**config.mk**
```make
export PLATFORM = sky130hd
export DESIGN_NAME = svpwm_sqrt_pipe
export DESIGN_NICKNAME = d
export VERILOG_FILES = /design/src/rtl/core/assert_macros.svh /design/src/rtl/core/svpwm_pkg.sv /design/src/rtl/core/svpwm_sqrt_pipe.sv
export SDC_FILE = /design/constraint.sdc
export NUM_CORES = 2
export LEC_CHECK = 0
export BUFFER_PORTS_ARGS = -buffer_cell sky130_fd_sc_hd__buf_4
export CAP_MARGIN = 20
export CORE_UTILIZATION = 44
export DETAILED_ROUTE_END_ITERATION = 10
export PLACE_DENSITY = 0.58
export SLEW_MARGIN = 30
export SYNTH_ARGS = -nofsm -noshare
export SYNTH_HDL_FRONTEND = slang
export SYNTH_SLANG_ARGS = --single-unit
```
**constraint.sdc**
```tcl
create_clock -name clk -period 7.5 [get_ports clk]
set_input_delay 0.375 -clock clk [delete_from_list [all_inputs] [get_ports clk]]
set_output_delay 0.375 -clock clk [all_outputs]
set_load 0.05 [all_outputs]
```
**src/rtl/core/assert_macros.svh**
```systemverilog
// Assertion macros used by the top level of the duty generator.
`ifndef ASSERT_MACROS_SVH
`define ASSERT_MACROS_SVH

// Same-cycle implication, checked on every rising edge outside reset.
`define SVA_IMPLIES(name, pre, post) \
  name: assert property (@(posedge clk) disable iff (rst) (pre) |-> (post)) \
    else $error("%m: same-cycle check failed");

// Next-cycle implication, checked on every rising edge outside reset.
`define SVA_NEXT(name, pre, post) \
  name: assert property (@(posedge clk) disable iff (rst) (pre) |=> (post)) \
    else $error("%m: next-cycle check failed");

`endif

```
**src/rtl/core/svpwm_pkg.sv**
```systemverilog
// Package with widths, constants and pipeline stage positions of the duty generator.
package svpwm_pkg;

  // Field widths.
  localparam int ANGLE_BITS   = 16;
  localparam int VOLTAGE_BITS = 16;
  localparam int CFG_BITS     = 16;
  localparam int DUTY_BITS    = 16;
  localparam int SECTOR_BITS  = 3;
  localparam int CFG_IDX_BITS = 2;

  // Square root sizing: radicand is (q^2 + d^2) << 16.
  localparam int ROOT_BITS = VOLTAGE_BITS + 8;
  localparam int RAD_BITS  = 2 * ROOT_BITS;

  // Sine lane input is a sector fraction from 0 to one full sector.
  localparam int FRAC_BITS = ANGLE_BITS + 1;
  localparam int LANE_STAGES = 9;

  // Configuration register indexes.
  typedef enum logic [CFG_IDX_BITS-1:0] {
    REG_SUPPLY_RECIPROCAL = 2'd0,
    REG_MAGNITUDE_LIMIT   = 2'd1,
    REG_PWM_PERIOD        = 2'd2
  } cfg_reg_t;

  localparam logic [CFG_BITS-1:0] SUPPLY_RECIP_RESET = 16'd5461;
  localparam logic [CFG_BITS-1:0] LIMIT_RESET        = 16'd37814;
  localparam logic [CFG_BITS-1:0] PERIOD_RESET       = 16'd1440;

  // Fixed-point constants.
  localparam logic [30:0] PI3_Q30   = 31'd1124419809;
  localparam logic [30:0] SQRT3_Q30 = 31'd1859775393;
  localparam logic [16:0] UNIT_Q16  = 17'h10000;

  // Reciprocals floor(2^32 / n) for the series divisors, with the divisors.
  localparam logic [30:0] RECIP_6    = 31'd715827882;
  localparam logic [30:0] RECIP_120  = 31'd35791394;
  localparam logic [30:0] RECIP_5040 = 31'd852176;
  localparam logic [30:0] DIV_6      = 31'd6;
  localparam logic [30:0] DIV_120    = 31'd120;
  localparam logic [30:0] DIV_5040   = 31'd5040;

  // Pipeline stage positions; stage 0 is the input register.
  localparam int ROOT_STAGE    = 1 + ROOT_BITS;
  localparam int UREF_STAGE    = ROOT_STAGE + 2;
  localparam int LANE_IN_STAGE = UREF_STAGE - LANE_STAGES;
  localparam int T_STAGE       = UREF_STAGE + 1;
  localparam int MIX_STAGE     = T_STAGE + 1;
  localparam int OUT_STAGE     = MIX_STAGE + 1;

endpackage

```
**src/rtl/core/svpwm_sqrt_pipe.sv**
```systemverilog
// Pipelined integer square root, one result bit per register stage.
module svpwm_sqrt_pipe (
  input  logic                               clk,
  input  logic                               en,
  input  logic [svpwm_pkg::RAD_BITS-1:0]     rad,
  output logic [svpwm_pkg::ROOT_BITS-1:0]    root
);

  localparam int RW = svpwm_pkg::RAD_BITS;
  localparam int NS = svpwm_pkg::ROOT_BITS;

  logic [RW-1:0] rem_q [NS];
  logic [RW-1:0] acc_q [NS];
  logic [RW-1:0] rem_src [NS];
  logic [RW-1:0] acc_src [NS];
  logic [RW-1:0] rem_next [NS];
  logic [RW-1:0] acc_next [NS];

  // Each stage tries the next bit pair of the root against the partial remainder.
  always_comb begin
    logic [RW-1:0] bitv;
    logic [RW-1:0] trial;
    rem_src[0] = rad;
    acc_src[0] = '0;
    for (int i = 1; i < NS; i++) begin
      rem_src[i] = rem_q[i-1];
      acc_src[i] = acc_q[i-1];
    end
    for (int i = 0; i < NS; i++) begin
      bitv  = RW'(1) << (RW - 2 - 2 * i);
      trial = acc_src[i] + bitv;
      if (rem_src[i] >= trial) begin
        rem_next[i] = rem_src[i] - trial;
        acc_next[i] = (acc_src[i] >> 1) + bitv;
      end else begin
        rem_next[i] = rem_src[i];
        acc_next[i] = acc_src[i] >> 1;
      end
    end
  end

  // Stage registers advance together with the rest of the pipeline.
  always_ff @(posedge clk) begin
    if (en) begin
      for (int i = 0; i < NS; i++) begin
        rem_q[i] <= rem_next[i];
        acc_q[i] <= acc_next[i];
      end
    end
  end

  assign root = acc_q[NS-1][NS-1:0];

endmodule

```
==> flow_summary.ini <==
[floorplan]
std_cell_rows = 143
area_enclosed_by_the_die_boundary_um2 = 154800
floorplan.initialDensity_pct = 44.33
floorplan.die.width_um = 393.4
die_h_um = 393.4
num_io_pins = 74
fp.coreArea_um2 = 152100

[yosys]
ys_seq_elements = 1404
synth_edf_count = 1404
synthesis.area_um2 = 67410
synthArstFlopShare_pct = 0
net_count_after_synthesis = 5715
yosysSeqAreaShare_pct = 62.54
synth_area_leader_cell = sky130_fd_sc_hd__edfxtp_1
yosys_warnings = 0
synth.top_cell.area_share_pct = 62.54
synth_top_cells_by_count = sky130_fd_sc_hd__edfxtp_1, sky130_fd_sc_hd__inv_1, sky130_fd_sc_hd__nand2_1
yosys.cell_types.count = 98
synth_most_common_cell = sky130_fd_sc_hd__edfxtp_1
synthesis.area_per_instance_um2 = 12.62
synth_top_cells_by_area = sky130_fd_sc_hd__edfxtp_1, sky130_fd_sc_hd__ha_1, sky130_fd_sc_hd__xnor2_1
synth_cells = 5343
synth_flop_type = sky130_fd_sc_hd__edfxtp_1

[critical_path]
cp_cell_sequence = ha_1 -> or4bb_1 -> nor4_1 -> and4_1 -> or4b_1 -> nor2_2 -> buf_4 -> a211o_1 -> nor4_1 -> xor2_1
critPathSlowestCell = sky130_fd_sc_hd__nor4_1
worst-setup-path-type = reg -> reg
path_common_cell = sky130_fd_sc_hd__nor4_1
endpoint_kind = register
worst_path_largest_cell_delay_ns = 0.85
critPathTopFamily = simple AND/OR/NAND/NOR gates
worst-endpoint-arrival_ns = 4.56
setup.worst_path.start_class = register
required_time_of_the_critical_path_ns = 8.01
critical_path.max_fanout = 38
worstPathBufferInverterCount = 1

[power]
pwr_density_cell_nw_per_um2 = 293.2
ir_worst_vdd_uv = 206.1
leakage_nw = 28.08

[clock_tree]
tritoncts = done
cts_htree_levels = 4
post-cts-setup-buffer-count = 0
cts_resized = 0
clockRootBuffer = sky130_fd_sc_hd__clkbuf_16
clock_buffer_count_from_cts = 154
ctsLongestPathBuffers = 3
cts_hold_repair.buffers = 48
tritoncts_num_sinks = 1404
skew_pair_late_insertion_delay_ns = 0.78
clk_pin_slew_worst_paths_ns = 0.06

[placement]
dp_hpwl_um = 105300
place_congestion = 0.8735
placement.cell_area_um2 = 70500
buffer_ports.inserted = 73

[route]
dr.first_iter.drc_count = 3023
detail_route.wl_per_cell_um = 18.73
drt_pre_antenna_iters = 5
wl_um = 144200
antenna_violating_nets_post_route = 0
detail_route.drc_violations = 0
routed-via-count = 41619
route.detailed.vias_per_inst = 5.404

[finish]
antennaDiodeCount = 0
fin_area_um2 = 76160
area.growth.synth_to_final_pct = 12.97
multi_input_comb_area_um2 = 23400
filler_cell_count = 13204
final_util_pct = 50.08
finalNetCount = 5925
regArea_um2 = 42160
final_layout_size_suffix_gt1_share_pct = 7.528

[status]
run_status = completed

[timing]
relative_slew_margins_pct = 30.58
tightestPinTransition_ns = 1.032
setup_tns_ns = 0
finalClockSkew_ns = 0.06267
max_freq_ghz = 0.2470
finalCritPeriodShare_pct = 53.97
rsz0062_at_grt = false
period_minus_slack_ns = 4.048
finalSetupViolations = 0
slew_limit_fails = 0
finalHoldViolations = 0

[grt]
grt_pass1_wl_um = 226100
antenna_found_initial = 1
grt_pass1_vias = 40991
globalRouteTotalUtil_pct = 18.32
globalRouteOverflowTotal = 0
grt_start_max_net_pins = 172

[job]
max_cap_violations = 0

[worst_hold_path]
timing.hold.worst.class = in -> reg
-- flip-flops by register name, indices dropped and copies added, names as in the netlist --
signal,cells
acc_q,300
rem_q,1104
-- final cells by class --
class	instances	area share [%]
sequential	1404	55.36
multi-input combinational	3434	30.73
clock buffer	190	5.237
tap	2030	3.335
inverter	413	2.039
timing repair buffer	146	1.781
clock inverter	85	1.521
-- report_power, final --
part           internal (W)  switching (W)  total (W)
sequential          0.00991       0.000755     0.0107
clock               0.00448        0.00314    0.00762
combinational       0.00169        0.00236    0.00404
total                0.0161        0.00625     0.0223
-- cells by family after synthesis --
family | share of synthesized area [%]
xor gates and xnor gates | 6.080
buffers and inverters | 2.877
and+or+nand+nor | 12.39
muxes | 0.6366
DFF | 62.54
AOI/OAI and AO/OA | 9.501
adders and majority gates | 5.976
-- metal layers --
layer  part of all wire (%)  vias to the layer above  track usage (%)
met3                    3.3                      222            2.591
li1                       -                    20519                -
met2                     51                      693            32.28
met4                    2.3                        0            5.385
met5                      0                        -                0
met1                     44                    20185            23.31
-- worst paths after layout --
path                 startpoint       endpoint  slack [ns]  cells past startpoint
setup / recovery  rem_q[2][199]  rem_q[2][284]        3.45                     10
hold reg to reg   rem_q[0][116]  rem_q[0][164]        0.44                      0
hold / removal               en   rem_q[1][89]        0.12                      1
setup reg to reg  rem_q[2][199]  rem_q[2][284]        3.45                     10
-- stage by stage --
stage	hold WS [ns]	setup WS [ns]	cells	power, W
finish	0.1203	3.452	7702	0.02233
global route	0.1523	3.271	7702	0.02339
CTS	0.1147	3.465	7701	0.02255
detailed placement	0.4274	3.526	7378	0.01483
global placement	0.4232	3.340	7378	0.01479
floorplan	0.4166	4.396	5343	0.01349
-- cells in the final DEF (no fill, tap or decap), drive strengths merged, types with 15 or more instances in the layout --
cell	netlist	final
edfxtp	1404	1404
inv	413	418
nand2	363	363
ha	322	322
nor2	316	316
a21oi	313	313
o21ai	285	285
xnor2	261	261
xor2	207	207
clkbuf	67	190
nor4	184	184
nor3	147	147
buf	25	98
nand3	90	90
nand4	87	87
a21o	81	81
o21a	73	73
nand2b	68	68
or3	57	57
clkinv	0	53
dlygate4sd3	0	48
nor2b	42	42
nor4b	34	34
o21bai	33	33
mux2	31	31
or4	31	31
o31ai	30	30
a211oi	28	28
or2	28	28
o211ai	24	24
nand4b	22	22
nor3b	21	21
a31oi	20	20
bufinv	0	19
and2	18	18
and3	16	16
a211o	16	16
o31a	15	15
Power figures use the tool's default switching activity.
